--- src/hw/rtl/swe_pkg.sv ---
// swe_pkg: shared constants, types and lookup tables for the sliding window entropy block
// no dependencies; used by the interfaces and every module of the block

package swe_pkg;

    localparam int RES_W          = 8;
    localparam int CODE_W         = 5;
    localparam int NLETTERS       = 20;
    localparam int CNT_W          = 4;
    localparam int CNT_MAX        = 15;
    localparam int ENT_W          = 18;
    localparam int CUT_W          = 18;
    localparam int FRAC_W         = 16;
    localparam int SUM_W          = 38;
    localparam int NUM_W          = 39;
    localparam int DIV_W          = NUM_W - FRAC_W;
    localparam int STEP_W         = 5;
    localparam int WINDOW_DEFAULT = 12;
    localparam int QUEUE_DEPTH    = 2;
    localparam int CFG_IDX_W      = 1;

    typedef logic [CODE_W-1:0]    t_code;
    typedef logic [CNT_W-1:0]     t_count;
    typedef logic [SUM_W-1:0]     t_sum;
    typedef logic [CFG_IDX_W-1:0] t_cfg_idx;

    localparam t_code NOT_COUNTED = t_code'(20);

    localparam t_cfg_idx CFG_TRIGGER_CUT = t_cfg_idx'(0);
    localparam t_cfg_idx CFG_EXTEND_CUT  = t_cfg_idx'(1);

    localparam logic [CUT_W-1:0] TRIGGER_CUT_RST = CUT_W'(144179);
    localparam logic [CUT_W-1:0] EXTEND_CUT_RST  = CUT_W'(163840);

    typedef struct packed {
        t_code code;
        logic  seq_start;
    } t_swe_item;

    typedef struct packed {
        logic [CUT_W-1:0] trigger_cut;
        logic [CUT_W-1:0] extend_cut;
    } t_swe_cuts;

    typedef enum logic [2:0] {
        ST_IDLE,
        ST_DEC,
        ST_INC,
        ST_NUM,
        ST_RND,
        ST_DIV,
        ST_DONE
    } t_back_state;

    // letter code of a residue byte, lower case folded
    function automatic t_code code_of(input logic [RES_W-1:0] b);
        logic [RES_W-1:0] u;
        t_code            c;
        u = (b >= 8'h61 && b <= 8'h7A) ? b - 8'd32 : b;
        unique case (u)
            8'h41:   c = t_code'(0);   // A
            8'h43:   c = t_code'(1);   // C
            8'h44:   c = t_code'(2);   // D
            8'h45:   c = t_code'(3);   // E
            8'h46:   c = t_code'(4);   // F
            8'h47:   c = t_code'(5);   // G
            8'h48:   c = t_code'(6);   // H
            8'h49:   c = t_code'(7);   // I
            8'h4B:   c = t_code'(8);   // K
            8'h4C:   c = t_code'(9);   // L
            8'h4D:   c = t_code'(10);  // M
            8'h4E:   c = t_code'(11);  // N
            8'h50:   c = t_code'(12);  // P
            8'h51:   c = t_code'(13);  // Q
            8'h52:   c = t_code'(14);  // R
            8'h53:   c = t_code'(15);  // S
            8'h54:   c = t_code'(16);  // T
            8'h56:   c = t_code'(17);  // V
            8'h57:   c = t_code'(18);  // W
            8'h59:   c = t_code'(19);  // Y
            default: c = NOT_COUNTED;
        endcase
        return c;
    endfunction

    // n * log2(n) * 2^32
    function automatic t_sum plog(input t_count n);
        t_sum v;
        unique case (n)
            4'd0:    v = 38'd0;
            4'd1:    v = 38'd0;
            4'd2:    v = 38'd8589934592;
            4'd3:    v = 38'd20422086318;
            4'd4:    v = 38'd34359738368;
            4'd5:    v = 38'd49863026155;
            4'd6:    v = 38'd66613976412;
            4'd7:    v = 38'd84402483053;
            4'd8:    v = 38'd103079215104;
            4'd9:    v = 38'd122532517908;
            4'd10:   v = 38'd142675725270;
            4'd11:   v = 38'd163439602315;
            4'd12:   v = 38'd184767560376;
            4'd13:   v = 38'd206612478410;
            4'd14:   v = 38'd228934508250;
            4'd15:   v = 38'd251699510055;
            default: v = '0;
        endcase
        return v;
    endfunction

    // plog(n) - plog(n-1), step of the running sum when a count moves between n-1 and n
    function automatic t_sum plog_step(input t_count n);
        t_sum v;
        unique case (n)
            4'd0:    v = 38'd0;
            4'd1:    v = 38'd0;
            4'd2:    v = 38'd8589934592;
            4'd3:    v = 38'd11832151726;
            4'd4:    v = 38'd13937652050;
            4'd5:    v = 38'd15503287787;
            4'd6:    v = 38'd16750950257;
            4'd7:    v = 38'd17788506641;
            4'd8:    v = 38'd18676732051;
            4'd9:    v = 38'd19453302804;
            4'd10:   v = 38'd20143207362;
            4'd11:   v = 38'd20763877045;
            4'd12:   v = 38'd21327958061;
            4'd13:   v = 38'd21844918034;
            4'd14:   v = 38'd22322029840;
            4'd15:   v = 38'd22765001805;
            default: v = '0;
        endcase
        return v;
    endfunction

endpackage

--- src/hw/rtl/swe_in_if.sv ---
// swe_in_if: residue input channel, valid/ready with residue byte and sequence start
// depends on swe_pkg

interface swe_in_if;
    logic                       valid;
    logic                       ready;
    logic [swe_pkg::RES_W-1:0]  residue;
    logic                       seq_start;

    modport source (output valid, output residue, output seq_start, input ready);
    modport sink   (input valid, input residue, input seq_start, output ready);
endinterface

--- src/hw/rtl/swe_out_if.sv ---
// swe_out_if: result channel, valid/ready with window entropy and flags
// depends on swe_pkg

interface swe_out_if;
    logic                       valid;
    logic                       ready;
    logic [swe_pkg::ENT_W-1:0]  entropy_bits;
    logic                       window_full;
    logic                       is_trigger;
    logic                       is_high;

    modport source (output valid, output entropy_bits, output window_full,
                    output is_trigger, output is_high, input ready);
    modport sink   (input valid, input entropy_bits, input window_full,
                    input is_trigger, input is_high, output ready);
endinterface

--- src/hw/rtl/swe_front.sv ---
// swe_front: accepts residue transactions, maps each byte to a letter code and queues it
// depends on swe_pkg and swe_in_if

module swe_front (
    input  logic                i_clk,
    input  logic                i_rst_n,
    swe_in_if.sink              i_in,
    output logic                o_item_valid,
    output swe_pkg::t_swe_item  o_item,
    input  logic                i_item_ready
);

    localparam int DEPTH = swe_pkg::QUEUE_DEPTH;
    localparam int PTR_W = (DEPTH > 1) ? $clog2(DEPTH) : 1;
    localparam int CNT_W = $clog2(DEPTH + 1);

    swe_pkg::t_swe_item r_mem [DEPTH];
    logic [PTR_W-1:0]   r_wr_ptr, n_wr_ptr;
    logic [PTR_W-1:0]   r_rd_ptr, n_rd_ptr;
    logic [CNT_W-1:0]   r_count, n_count;
    logic               push, pop;
    swe_pkg::t_swe_item in_item;

    assign in_item.code      = swe_pkg::code_of(i_in.residue);
    assign in_item.seq_start = i_in.seq_start;

    assign i_in.ready   = (r_count != CNT_W'(DEPTH));
    assign o_item_valid = (r_count != '0);
    assign o_item       = r_mem[r_rd_ptr];

    assign push = i_in.valid && i_in.ready;
    assign pop  = o_item_valid && i_item_ready;

    always_comb begin
        n_wr_ptr = r_wr_ptr;
        n_rd_ptr = r_rd_ptr;
        n_count  = r_count;
        if (push) begin
            n_wr_ptr = (r_wr_ptr == PTR_W'(DEPTH - 1)) ? '0 : r_wr_ptr + PTR_W'(1);
        end
        if (pop) begin
            n_rd_ptr = (r_rd_ptr == PTR_W'(DEPTH - 1)) ? '0 : r_rd_ptr + PTR_W'(1);
        end
        priority if (push && !pop) begin
            n_count = r_count + CNT_W'(1);
        end else if (pop && !push) begin
            n_count = r_count - CNT_W'(1);
        end else begin
            n_count = r_count;
        end
    end

    always_ff @(posedge i_clk) begin
        if (!i_rst_n) begin
            r_wr_ptr <= '0;
            r_rd_ptr <= '0;
            r_count  <= '0;
        end else begin
            r_wr_ptr <= n_wr_ptr;
            r_rd_ptr <= n_rd_ptr;
            r_count  <= n_count;
        end
    end

    always_ff @(posedge i_clk) begin
        if (push) begin
            r_mem[r_wr_ptr] <= in_item;
        end
    end

endmodule

--- src/hw/rtl/swe_back.sv ---
// swe_back: window shift line, letter counts, running log sum, serial divider and result register
// depends on swe_pkg and swe_out_if

module swe_back #(
    parameter int WINDOW = swe_pkg::WINDOW_DEFAULT
) (
    input  logic                i_clk,
    input  logic                i_rst_n,
    input  logic                i_item_valid,
    input  swe_pkg::t_swe_item  i_item,
    output logic                o_item_ready,
    input  swe_pkg::t_swe_cuts  i_cuts,
    swe_out_if.source           o_res
);

    localparam int CW     = swe_pkg::CNT_W;
    localparam int NL     = swe_pkg::NLETTERS;
    localparam int SW     = swe_pkg::SUM_W;
    localparam int NW     = swe_pkg::NUM_W;
    localparam int DW     = swe_pkg::DIV_W;
    localparam int EW     = swe_pkg::ENT_W;
    localparam int FW     = swe_pkg::FRAC_W;
    localparam int STW    = swe_pkg::STEP_W;
    localparam logic [CW-1:0] WIN_CNT = CW'(WINDOW);

    swe_pkg::t_back_state r_state, n_state;
    swe_pkg::t_code       r_win [WINDOW];
    swe_pkg::t_code       n_win [WINDOW];
    swe_pkg::t_count      r_cnt [NL];
    swe_pkg::t_count      n_cnt [NL];
    logic [CW-1:0]        r_fill, n_fill;
    logic [CW-1:0]        r_total, n_total;
    swe_pkg::t_sum        r_sum, n_sum;
    swe_pkg::t_code       r_code, n_code;
    swe_pkg::t_code       r_old, n_old;
    logic [SW-1:0]        r_num, n_num;
    logic [DW-1:0]        r_div, n_div;
    logic [CW-1:0]        r_rem, n_rem;
    logic [STW-1:0]       r_step, n_step;
    logic                 r_out_valid, n_out_valid;
    logic [EW-1:0]        r_out_ent, n_out_ent;
    logic                 r_out_full, n_out_full;
    logic                 r_out_trig, n_out_trig;
    logic                 r_out_high, n_out_high;

    swe_pkg::t_code       rd_addr;
    logic                 rd_counted;
    swe_pkg::t_count      rd_cnt;
    swe_pkg::t_count      step_idx;
    swe_pkg::t_sum        step_val;
    swe_pkg::t_sum        full_plog;
    logic [NW-1:0]        rnd_sum;
    logic [CW:0]          rem_sh;
    logic [CW:0]          rem_diff;
    logic                 rem_ge;
    logic [EW-1:0]        ent_sat;
    logic                 full_now;
    logic                 load_out;

    // one count read per cycle: the leaving letter in ST_DEC, the entering one in ST_INC
    assign rd_addr    = (r_state == swe_pkg::ST_INC) ? r_code : r_old;
    assign rd_counted = (rd_addr < swe_pkg::t_code'(NL));
    assign rd_cnt     = rd_counted ? r_cnt[rd_addr] : '0;
    assign step_idx   = (r_state == swe_pkg::ST_INC) ? rd_cnt + CW'(1) : rd_cnt;
    assign step_val   = swe_pkg::plog_step(step_idx);
    assign full_plog  = swe_pkg::plog(r_total);

    // entropy numerator plus half the divisor, then drop the fraction scale
    assign rnd_sum = NW'(r_num) + (NW'(r_total) << (FW - 1));

    assign rem_sh   = {r_rem, r_div[DW-1]};
    assign rem_diff = rem_sh - {1'b0, r_total};
    assign rem_ge   = (rem_sh >= {1'b0, r_total});

    assign ent_sat  = (|r_div[DW-1:EW]) ? '1 : r_div[EW-1:0];
    assign full_now = (r_fill >= WIN_CNT);
    assign load_out = (r_state == swe_pkg::ST_DONE) && (!r_out_valid || o_res.ready);

    assign o_res.valid        = r_out_valid;
    assign o_res.entropy_bits = r_out_ent;
    assign o_res.window_full  = r_out_full;
    assign o_res.is_trigger   = r_out_trig;
    assign o_res.is_high      = r_out_high;

    always_comb begin
        n_state     = r_state;
        n_win       = r_win;
        n_cnt       = r_cnt;
        n_fill      = r_fill;
        n_total     = r_total;
        n_sum       = r_sum;
        n_code      = r_code;
        n_old       = r_old;
        n_num       = r_num;
        n_div       = r_div;
        n_rem       = r_rem;
        n_step      = r_step;
        n_out_valid = r_out_valid && !o_res.ready;
        n_out_ent   = r_out_ent;
        n_out_full  = r_out_full;
        n_out_trig  = r_out_trig;
        n_out_high  = r_out_high;
        o_item_ready = 1'b0;

        unique case (r_state)
            swe_pkg::ST_IDLE: begin
                o_item_ready = 1'b1;
                if (i_item_valid) begin
                    if (i_item.seq_start) begin
                        for (int k = 0; k < WINDOW; k++) begin
                            n_win[k] = swe_pkg::NOT_COUNTED;
                        end
                        for (int k = 0; k < NL; k++) begin
                            n_cnt[k] = '0;
                        end
                        n_fill  = '0;
                        n_total = '0;
                        n_sum   = '0;
                    end
                    n_old = n_win[WINDOW-1];
                    for (int k = WINDOW - 1; k > 0; k--) begin
                        n_win[k] = n_win[k-1];
                    end
                    n_win[0] = i_item.code;
                    if (n_fill < WIN_CNT) begin
                        n_fill = n_fill + CW'(1);
                    end
                    n_code  = i_item.code;
                    n_state = swe_pkg::ST_DEC;
                end
            end
            swe_pkg::ST_DEC: begin
                if (rd_counted && rd_cnt != '0) begin
                    n_cnt[rd_addr] = rd_cnt - CW'(1);
                    n_sum          = r_sum - step_val;
                    n_total        = r_total - CW'(1);
                end
                n_state = swe_pkg::ST_INC;
            end
            swe_pkg::ST_INC: begin
                if (rd_counted && rd_cnt != CW'(swe_pkg::CNT_MAX)) begin
                    n_cnt[rd_addr] = rd_cnt + CW'(1);
                    n_sum          = r_sum + step_val;
                    n_total        = r_total + CW'(1);
                end
                n_state = swe_pkg::ST_NUM;
            end
            swe_pkg::ST_NUM: begin
                n_num   = (full_plog > r_sum) ? full_plog - r_sum : '0;
                n_state = swe_pkg::ST_RND;
            end
            swe_pkg::ST_RND: begin
                n_rem  = '0;
                n_step = '0;
                if (r_total == '0) begin
                    n_div   = '0;
                    n_state = swe_pkg::ST_DONE;
                end else begin
                    n_div   = rnd_sum[NW-1:FW];
                    n_state = swe_pkg::ST_DIV;
                end
            end
            swe_pkg::ST_DIV: begin
                // restoring division by the counted total, one quotient bit a cycle
                n_rem  = rem_ge ? rem_diff[CW-1:0] : rem_sh[CW-1:0];
                n_div  = {r_div[DW-2:0], rem_ge};
                n_step = r_step + STW'(1);
                if (r_step == STW'(DW - 1)) begin
                    n_state = swe_pkg::ST_DONE;
                end
            end
            swe_pkg::ST_DONE: begin
                if (load_out) begin
                    n_out_valid = 1'b1;
                    n_out_ent   = ent_sat;
                    n_out_full  = full_now;
                    n_out_trig  = full_now && (ent_sat <= i_cuts.trigger_cut);
                    n_out_high  = full_now && (ent_sat > i_cuts.extend_cut);
                    n_state     = swe_pkg::ST_IDLE;
                end
            end
            default: begin
                n_state = swe_pkg::ST_IDLE;
            end
        endcase
    end

    always_ff @(posedge i_clk) begin
        if (!i_rst_n) begin
            r_state     <= swe_pkg::ST_IDLE;
            for (int k = 0; k < WINDOW; k++) begin
                r_win[k] <= swe_pkg::NOT_COUNTED;
            end
            for (int k = 0; k < NL; k++) begin
                r_cnt[k] <= '0;
            end
            r_fill      <= '0;
            r_total     <= '0;
            r_sum       <= '0;
            r_step      <= '0;
            r_out_valid <= 1'b0;
        end else begin
            r_state     <= n_state;
            r_win       <= n_win;
            r_cnt       <= n_cnt;
            r_fill      <= n_fill;
            r_total     <= n_total;
            r_sum       <= n_sum;
            r_step      <= n_step;
            r_out_valid <= n_out_valid;
        end
    end

    always_ff @(posedge i_clk) begin
        r_code     <= n_code;
        r_old      <= n_old;
        r_num      <= n_num;
        r_div      <= n_div;
        r_rem      <= n_rem;
        r_out_ent  <= n_out_ent;
        r_out_full <= n_out_full;
        r_out_trig <= n_out_trig;
        r_out_high <= n_out_high;
    end

    a_pop_starts_update: assert property (@(posedge i_clk) disable iff (!i_rst_n)
        (i_item_valid && o_item_ready) |=> (r_state == swe_pkg::ST_DEC))
        else $error("queue pop did not start the count update");

    a_total_within_fill: assert property (@(posedge i_clk) disable iff (!i_rst_n)
        r_total <= r_fill)
        else $error("counted total exceeds window occupancy");

    a_empty_sum_zero: assert property (@(posedge i_clk) disable iff (!i_rst_n)
        (r_total == '0) |-> (r_sum == '0))
        else $error("log sum not zero with no counted residues");

    a_result_from_done: assert property (@(posedge i_clk) disable iff (!i_rst_n)
        $rose(r_out_valid) |-> ($past(r_state) == swe_pkg::ST_DONE))
        else $error("result register loaded outside the final step");

endmodule

--- src/hw/rtl/sliding_window_entropy.sv ---
// sliding_window_entropy: top level with configuration registers, front queue and back engine
// depends on swe_pkg, swe_in_if, swe_out_if, swe_front and swe_back
//
// Takes one residue byte per transaction and returns one result per residue: the Shannon
// entropy of the letters counted in the last WINDOW bytes (16 fraction bits, rounded to
// nearest), a window-full flag and the trigger and high flags against the two cut registers.
// A seq_start transaction clears the window before its residue is taken. Each residue passes
// through the back engine's count update, numerator, rounding, bit-serial divider (23
// quotient bits, one a cycle) and result load; a window with no counted letters skips the
// divider. A two-entry queue after the input classifier and an output register let input and
// output stall on their own, so the next residue is taken while a finished result waits. Cut
// registers are written through i_cfg_we, i_cfg_index (0 trigger cut, 1 extend cut) and
// i_cfg_data; the user is to write them only while idle, the block does not enforce it.

module sliding_window_entropy #(
    parameter int WINDOW = swe_pkg::WINDOW_DEFAULT
) (
    input  logic                            i_clk,
    input  logic                            i_rst_n,
    swe_in_if.sink                          i_in,
    swe_out_if.source                       o_res,
    input  logic                            i_cfg_we,
    input  swe_pkg::t_cfg_idx               i_cfg_index,
    input  logic [swe_pkg::CUT_W-1:0]       i_cfg_data
);

    swe_pkg::t_swe_cuts r_cuts;
    logic               item_valid;
    logic               item_ready;
    swe_pkg::t_swe_item item;

    always_ff @(posedge i_clk) begin
        if (!i_rst_n) begin
            r_cuts.trigger_cut <= swe_pkg::TRIGGER_CUT_RST;
            r_cuts.extend_cut  <= swe_pkg::EXTEND_CUT_RST;
        end else if (i_cfg_we) begin
            unique case (i_cfg_index)
                swe_pkg::CFG_TRIGGER_CUT: r_cuts.trigger_cut <= i_cfg_data;
                swe_pkg::CFG_EXTEND_CUT:  r_cuts.extend_cut  <= i_cfg_data;
                default: ;
            endcase
        end
    end

    swe_front u_front (
        .i_clk        (i_clk),
        .i_rst_n      (i_rst_n),
        .i_in         (i_in),
        .o_item_valid (item_valid),
        .o_item       (item),
        .i_item_ready (item_ready)
    );

    swe_back #(
        .WINDOW (WINDOW)
    ) u_back (
        .i_clk        (i_clk),
        .i_rst_n      (i_rst_n),
        .i_item_valid (item_valid),
        .i_item       (item),
        .o_item_ready (item_ready),
        .i_cuts       (r_cuts),
        .o_res        (o_res)
    );

endmodule

--- src/flat_wrapper.sv ---
// flat-port wrapper written by rule: the top's interface ports become plain ports
module sliding_window_entropy_flat 
#(
    parameter int WINDOW = swe_pkg::WINDOW_DEFAULT
)
  (i_clk, i_rst_n, i_cfg_we, i_cfg_index, i_cfg_data, i_in_valid, i_in_residue, i_in_seq_start, i_in_ready, o_res_valid, o_res_entropy_bits, o_res_window_full, o_res_is_trigger, o_res_is_high, o_res_ready);
  swe_in_if i_in_i ();
  swe_out_if o_res_i ();
  input  logic i_clk;
  input  logic i_rst_n;
  input  logic i_cfg_we;
  input  swe_pkg::t_cfg_idx i_cfg_index;
  input  logic [swe_pkg::CUT_W-1:0] i_cfg_data;
  input wire logic [$bits(i_in_i.valid)-1:0] i_in_valid;
  input wire logic [$bits(i_in_i.residue)-1:0] i_in_residue;
  input wire logic [$bits(i_in_i.seq_start)-1:0] i_in_seq_start;
  output wire logic [$bits(i_in_i.ready)-1:0] i_in_ready;
  output wire logic [$bits(o_res_i.valid)-1:0] o_res_valid;
  output wire logic [$bits(o_res_i.entropy_bits)-1:0] o_res_entropy_bits;
  output wire logic [$bits(o_res_i.window_full)-1:0] o_res_window_full;
  output wire logic [$bits(o_res_i.is_trigger)-1:0] o_res_is_trigger;
  output wire logic [$bits(o_res_i.is_high)-1:0] o_res_is_high;
  input wire logic [$bits(o_res_i.ready)-1:0] o_res_ready;
  assign i_in_i.valid = i_in_valid;
  assign i_in_i.residue = i_in_residue;
  assign i_in_i.seq_start = i_in_seq_start;
  assign i_in_ready = i_in_i.ready;
  assign o_res_valid = o_res_i.valid;
  assign o_res_entropy_bits = o_res_i.entropy_bits;
  assign o_res_window_full = o_res_i.window_full;
  assign o_res_is_trigger = o_res_i.is_trigger;
  assign o_res_is_high = o_res_i.is_high;
  assign o_res_i.ready = o_res_ready;
  sliding_window_entropy #(.WINDOW(WINDOW)) u_core (.i_clk(i_clk), .i_rst_n(i_rst_n), .i_in(i_in_i), .o_res(o_res_i), .i_cfg_we(i_cfg_we), .i_cfg_index(i_cfg_index), .i_cfg_data(i_cfg_data));
endmodule
--- config.mk ---
export PLATFORM = sky130hd
export DESIGN_NAME = sliding_window_entropy_flat
export DESIGN_NICKNAME = d
export VERILOG_FILES = /design/src/hw/rtl/swe_pkg.sv /design/src/hw/rtl/swe_in_if.sv /design/src/hw/rtl/swe_out_if.sv /design/src/hw/rtl/swe_front.sv /design/src/hw/rtl/swe_back.sv /design/src/hw/rtl/sliding_window_entropy.sv /design/src/flat_wrapper.sv
export SDC_FILE = /design/constraint.sdc
export NUM_CORES = 1
export LEC_CHECK = 0
export BUFFER_PORTS_ARGS = -buffer_cell sky130_fd_sc_hd__buf_2
export CAP_MARGIN = 10
export CORE_ASPECT_RATIO = 0.5
export CORE_UTILIZATION = 64
export CTS_CLUSTER_DIAMETER = 40
export DETAILED_ROUTE_END_ITERATION = 12
export GPL_ROUTABILITY_DRIVEN = 0
export MAX_ROUTING_LAYER = met4
export PLACE_DENSITY = 0.88
export RECOVER_POWER = 25
export SKIP_LAST_GASP = 1
export SLEW_MARGIN = 10
export SYNTH_ARGS = -nofsm -noshare
export SYNTH_HDL_FRONTEND = slang
export SYNTH_HIERARCHICAL = 1
export SYNTH_SLANG_ARGS = --single-unit
--- constraint.sdc ---
create_clock -name i_clk -period 8.8 [get_ports i_clk]
set_clock_uncertainty 0.2 [all_clocks]
set_input_delay 1.76 -clock i_clk [delete_from_list [all_inputs] [get_ports i_clk]]
set_output_delay 1.76 -clock i_clk [all_outputs]
set_load 0.02 [all_outputs]
### Yosys cells after proc, flatten, opt, wreduce, memory -nomap -nowiden

Memories as Yosys holds them, arrays and structs flattened. A register that Yosys moved wholly into a read port is not among the register bits.
Index checks and enable logic that the tools add are counted.

| word-level totals | value |
|---|---|
| memory bits (writable) | 12 |
| output and inout port bits | 23 |
| bits in registers | 331 |
| bits of input ports | 33 |
| memories | 3 |
| word-level logic and storage cells | 206 |
| bits in read-only memories | 1168 |

| operators by class | value |
|---|---|
| reduce and logical (&&, ||, !) cells | 31 |
| muxes and demuxes | 56 |
| bitwise gates (word level) | 2 |
| eq/ne operators | 35 |
| $lt $le $gt $ge | 11 |
| add/sub/neg operators | 16 |

Memory list:

| memory | depth | width | read ports | clocked after Yosys merged registers in | write ports | RTL line | RTL |
|---|---|---|---|---|---|---|---|
| (no name shown) | 16 | 38 | 1 | 1 | 0 | swe_pkg.sv:89 | `unique case (n)` |
| (no name shown) | 16 | 35 | 1 | 0 | 0 | swe_pkg.sv:114 | `unique case (n)` |
| u_core.u_front.r_mem | 2 | 6 | 1 | 1 | 1 | swe_front.sv:17 | `swe_pkg::t_swe_item r_mem [DEPTH];` |

Operator list:

| kind | count |
|---|---|
| 2-to-1 mux 80 bit | 4 |
| case mux 80 bit (3 select lines) | 1 |
| bitwise mux 80 bit | 2 |
| == test 8 x 7 -> 1 bit (second input constant) | 20 |
| 2-to-1 mux 38 bit | 4 |
| case mux 38 bit (3 select lines) | 1 |
| case mux 5 bit (20 select lines) | 1 |
| subtractor 38 bit | 2 |
| 2-to-1 mux 4 bit | 16 |
| 2-to-1 mux 60 bit | 1 |
| case mux 23 bit (2 select lines) | 1 |
| adder 38 x 19 -> 39 bit | 1 |
| adder 38 bit | 1 |
| greater-than comparator 38 bit | 1 |
| 2-to-1 mux 23 bit | 1 |
| case mux 3 bit (7 select lines) | 1 |
| binary-select mux 4 bit (select 5 bit) | 1 |
| demux 4 bit (select 5 bit) | 1 |
| greater-than comparator 18 bit | 1 |
| less-or-equal comparator 18 bit | 1 |
| 2-to-1 mux 18 bit | 1 |
| adder 4 x 1 -> 4 bit (second input constant) | 3 |
| logical AND 1 bit | 12 |
| case mux 4 bit (3 select lines) | 1 |
| 42 further kinds | 72 |

### Logic depth before layout (Yosys ltp)

| depth | value |
|---|---|
| word-level depth | 13 |
| gate-level depth with buffers | 43 |
| mapped depth without buffers | 36 |

### Hierarchy

Netlist, hierarchy kept.

Modules (own cells, without submodules):

| module | cells each | seq. area each (µm²) | instances | area each (µm²) |
|---|---|---|---|---|
| swe_back | 2512 | 7096.8 | 1 | 20305.7 |
| sliding_window_entropy | 152 | 720.7 | 1 | 1483.9 |
| swe_front | 96 | 460.4 | 1 | 999.7 |

### Worst setup path after synthesis

No wires, ideal clock.

| path | value |
|---|---|
| path kind | register -> register |
| start | register u_core.u_back.r_state[0] |
| end | register u_core.u_back.r_sum[37] |
| buffers on the path | 5 |
| stages on the path, launching flop included | 40 |
| clock period less this slack | 7.722 ns |
| setup slack | 1.078 ns |
| arrival time | 7.404 ns |
| setup time | 0.117 ns |
| required time | 8.483 ns |
| cell sequence | dfxtp_1 -> buf_2 -> nor3b_4 -> or4b_2 -> o41ai_2 -> buf_2 -> a221oi_1 -> o211ai_1 -> buf_2 -> buf_1 -> ha_1 -> nand2_1 -> o21ai_4 -> inv_2 -> ha_1 -> clkbuf_1 -> nand2_1 -> a21boi_1 -> [4 not listed] -> a211oi_1 -> o211a_1 -> a21oi_1 -> xnor2_1 -> ha_1 -> and3_1 -> a221o_1 -> a31o_2 -> a22oi_1 -> a21oi_1 -> o21a_1 -> a31oi_1 -> o21a_1 -> nor3_1 -> o21ai_0 -> and3_1 -> nand2_1 -> a32o_1 |

| between the ends | value |
|---|---|
| cells in the longest elaborated chain, start to end | 13 |
| elaborated cells between the ends (all ways) | 28 |
| classes of those cells | add/sub: 3; order compare: 1; eq/ne: 7; mux: 9; bitwise: 1; reduce/logical: 6; memory: 1 |

RTL lines:

| element | RTL line | RTL |
|---|---|---|
| start, declared | swe_back.sv:26 | `swe_pkg::t_back_state r_state, n_state;` |
| start signal, assigned | swe_back.sv:190 | `r_state <= swe_pkg::ST_IDLE;` |
| start signal, assigned | swe_back.sv:203 | `r_state <= n_state;` |
| == test 3 x 2 -> 1 bit | swe_back.sv:61, swe_back.sv:64, swe_back.sv:105 |  |
| 2-to-1 mux 5 bit | swe_back.sv:61 | `assign rd_addr = (r_state == swe_pkg::ST_INC) ? r_code : r_old;` |
| NOT 5 -> 6 bit (not written as such) | swe_back.sv:63 | `assign rd_cnt = rd_counted ? r_cnt[rd_addr] : '0;` |
| binary-select mux 4 bit (select 5 bit) | swe_back.sv:63 |  |
| 2-to-1 mux 4 bit (not written as such) (2 in series) | swe_back.sv:63 |  |
| 2-to-1 mux 4 bit | swe_back.sv:63 |  |
| adder 4 x 1 -> 4 bit | swe_back.sv:64 | `assign step_idx = (r_state == swe_pkg::ST_INC) ? rd_cnt + CW'(1) : rd_cnt;` |
| 2-to-1 mux 4 bit | swe_back.sv:64 |  |
| memory (16 x 35 bit) | -- |  |
| adder 38 bit / subtractor 38 bit (equally long branches) | swe_back.sv:143, swe_back.sv:135 |  |
| 2-to-1 mux 38 bit (on tied branches) | swe_back.sv:141, swe_back.sv:133 |  |
| case mux 38 bit (3 select lines) | swe_back.sv:105 | `unique case (r_state)` |
| end signal, assigned | swe_back.sv:208 | `r_sum <= n_sum;` |
| end, declared | swe_back.sv:33 | `swe_pkg::t_sum r_sum, n_sum;` |

Several ways; a longest one is shown, not always the timed one. The select of a mux whose other input is x is not followed.
A chain may end at the register's enable or synchronous reset.

### Worst setup path in the final report

| path | value |
|---|---|
| start | register u_core.u_back.r_state[1] |
| end | register u_core.u_back.r_sum[37] |

The elaborated chain is that of the path after synthesis.

==> qor.csv <==
stage,metric,value,unit
clock_network,root_buffer,clkbuf_16,
drt,routedWlPerCell,19.5,microns
worst_setup_path,worst_path_max_delay_cell,ha_1,
clock_network,cts_hold_buffers,0,
timing,timing.fmax,121,MHz
global_routing,grt-ovfl-total,0,
drt,drtIter0Drc,2783,
global_routing,grt_pass1_wl,100,mm
synthesis,synth_fp_nets,2944,
drt,antenna_left,0,
worst_setup_path,worst-setup-path-type,flip-flop to flip-flop,
worst_setup_path,timing.rr.end,u_core/u_back/r_sum[37]$_SDFFE_PN0P_,
synthesis,ys_seq_elements,367,
worst_setup_path,cp_max_fo,28,
worst_setup_path,rr_worst_depth,33,
floorplanning,core,34800,sq um
timing,period_share,0.940,
floorplanning,core.rowCount,48,
timing,slew_viol_final,301,
timing,timing.final.ws_setup,0.531,ns
drt,dr.pass1.iters,9,
synthesis,syn_area,22800,sq um
clock_network,clockBufferDepth,3,
synthesis,synth_cell_types,102,
clock_network,clkTransAtPathRegs,0.07,ns
timing,hold_viol_final,0,
worst_setup_path,cp_common_cell,ha_1,
placement,post-place-ws,0.567,ns
hold_path,hp-class,flip-flop to flip-flop,
hold_path,hold-path-endpoint,u_core/u_back/r_win[1]$_SDFFE_PN0P_,
floorplanning,ioPinCount,56,
placement,dpl.hpwl,43.1,mm
global_routing,antenna_found_initial,1,
clock_network,cts_sinks,367,
outcome,violations,"max-capacitance violations, max-slew violations",
floorplanning,start_util,0.655,
finish,fin_nets,2903,
timing,rsz0062_at_grt,false,
global_routing,grt_max_degree,90,
timing,setup_viol,0,
worst_setup_path,crit_path_start_kind,flip-flop,
timing,holdWs,0.245,ns
floorplanning,die_w,269,microns
drt,viasPerCell,6.58,
clock_network,clock_latency,0.55,ns
clock_network,cts_tree,yes,
timing,tightest_slew,3.04,ns
timing,min_period,8.27,ns
clock_network,htree_levels,2,
finish,fin_util,0.704,
synthesis,synth_edf_count,93,
worst_setup_path,regToRegSetupSlack,0.53,ns
worst_setup_path,cp_slowest_stage_delay,0.47,ns
timing,tns,0,ns
timing,relSlewSlack,-1.03,
synthesis,synthFlopType,dfxtp_1,
finish,drive_gt1_frac,0.0830,
synthesis,postSynth.asyncResetShare,0,
global_routing,grtUsageTotal,0.352,
global_routing,grt_pass1_vias,19700,
worst_setup_path,rr_startpoint,u_core/u_back/r_state[1]$_SDFFE_PN0P_,
synthesis,ys_warn_count,6,
placement,port_buffers,55,
finish,area_growth,7.35,%
outcome,status,"finished, violations left",
worst_setup_path,arrival,8.50,ns
worst_setup_path,worstPathRequired,9.03,ns
drt,drt-total-wl,62.7,mm
drt,vias,21200,
worst_setup_path,endpoint_kind,flip-flop,
hold_path,hold_path_startpoint,u_core/u_back/r_win[1]$_SDFFE_PN0P_,
run,max_cap_viol_count,6,
synthesis,netlist_instances,2760,
floorplanning,die_area,36400,sq um
drt,drc,0,
synthesis,syn_area_per_cell,8.26,sq um
hold_path,hold_depth,2,
worst_setup_path,crit_path_start,u_core/u_back/r_state[1]$_SDFFE_PN0P_,
floorplanning,die_y,135,microns
synthesis,ys_seq_area_frac,0.363,
clock_network,cts_inserted_buffers,36,
synthesized netlist by cell type, types with 20 or more instances:
| master | number | area (sq um) |
|---|---|---|
| o21a_1 | 21 | 158 |
| a311oi_1 | 20 | 175 |
| o21ai_0 | 268 | 1340 |
| nor2_1 | 232 | 871 |
| xnor2_1 | 59 | 517 |
| inv_1 | 161 | 604 |
| edfxtp_1 | 93 | 2790 |
| ha_1 | 147 | 1840 |
| mux2i_1 | 53 | 531 |
| nand3b_1 | 45 | 338 |
| a211oi_1 | 36 | 270 |
| o221ai_1 | 24 | 210 |
| nand4_1 | 37 | 231 |
| clkbuf_1 | 122 | 458 |
| a21o_1 | 47 | 353 |
| or3_1 | 29 | 181 |
| nand2b_1 | 25 | 156 |
| a21oi_1 | 252 | 1260 |
| nor2b_1 | 21 | 131 |
| nand2_1 | 279 | 1050 |
| nand3_1 | 59 | 295 |
| nor3_1 | 69 | 345 |
| xor2_1 | 55 | 482 |
| dfxtp_1 | 274 | 5490 |
| buf_2 | 29 | 145 |
timing repair:
item | CTS | global route
buffers inserted | 0 | 1
setup endpoints to repair | 0 | 1
gates resized for setup | 0 | 7
worst max path at each step:
stage / to / slack (ns) / depth (start not counted)
floorplan: u_core/u_back/r_sum[37]$_SDFFE_PN0P_ / 1.08 / 39
global placement: u_core/u_back/r_sum[37]$_SDFFE_PN0P_ / 0.77 / 33
detailed placement: u_core/u_back/r_sum[37]$_SDFFE_PN0P_ / 0.57 / 33
CTS: u_core/u_back/r_sum[37]$_SDFFE_PN0P_ / 0.54 / 33
global route: u_core/u_back/r_sum[37]$_SDFFE_PN0P_ / 0.04 / 37
finish: u_core/u_back/r_sum[37]$_SDFFE_PN0P_ / 0.53 / 33
layer usage:
metal,GRT usage,share of wire,up-vias
met5,-,0,-
met4,0.208,0.061,0
met3,0.0665,0.099,358
met2,0.549,0.45,1329
met1,0.427,0.39,9720
li1,-,-,9785
state kept, by name, summed over array words and instances (netlist names), 3 cells and up, named ones only:
signal                            flops
u_core/u_back/r_cnt                  80
u_core/u_back/r_win                  60
u_core/u_back/full_plog              38
u_core/u_back/r_sum                  38
u_core/r_cuts                        36
u_core/u_back/r_div                  23
u_core/u_back/r_num                  23
u_core/u_back/o_res.entropy_bits     18
u_core/u_front/r_mem                 12
u_core/u_back/r_code                  5
u_core/u_back/r_old                   5
u_core/u_back/r_step                  5
u_core/u_back/r_fill                  4
u_core/u_back/r_rem                   4
u_core/u_back/r_total                 4
u_core/u_back/r_state                 3
placed cells by master, fill, tap and decap left out, types with 16 or more instances in the layout:
cell	n
a211oi_1	36
ha_1	146
nand2b_1	25
mux2i_1	53
inv_1	160
nor2_1	232
or3_1	29
clkbuf_16	41
a21oi_1	252
a21o_1	45
buf_4	41
nand3_1	59
xor2_1	54
edfxtp_1	93
o221ai_1	24
nand4_1	37
and3_1	16
nand2_1	277
nor3_1	68
a311oi_1	20
xnor2_1	58
nand3b_1	45
o21a_1	21
buf_2	53
dfxtp_1	274
o211ai_1	16
o21ai_0	268
nor2b_1	19
layout make-up:
type,count,area [sq um]
timing repair buffer,103,631
antenna,1,2.50
multi-input combinational,2047,13100
inverter,164,621
clock buffer,49,1090
tap,475,594
sequential,367,8280
fill,2571,10300
clock inverter,17,135
through the flow:
stage               instances  area, sq um
CTS                      3221        24500
floorplan                2760        22800
global route             3223        24500
detailed placement       3155        23200
finish                   3223        24500
global placement         3155        23200
worst max-delay path, delay by kind of cell, from the launching register on:
kind,cells,cell delay [ns]
compound gates,15,3.65
fa+ha+maj,3,1.18
buf+inv,3,0.76
mux,1,0.36
simple gates,10,1.56
flops,1,0.31
xor+xnor,1,0.12
logic make-up (layout without fill, tap and decap cells):
logic type | Yosys count | after routing | share of synthesized area
and+or+nand+nor | 870 | 870 | 0.182
AOI/OAI and AO/OA | 838 | 838 | 0.228
muxes | 72 | 72 | 0.0332
other | 0 | 1 | 0
xor gates and xnor gates | 116 | 116 | 0.0452
buffers and inverters | 346 | 333 | 0.0637
adders and majority gates | 151 | 151 | 0.0842
DFF | 367 | 367 | 0.363
Power is left out: the tool's default activity adds up to more than one toggle a clock period on the data nets, which glitch-free logic cannot reach.
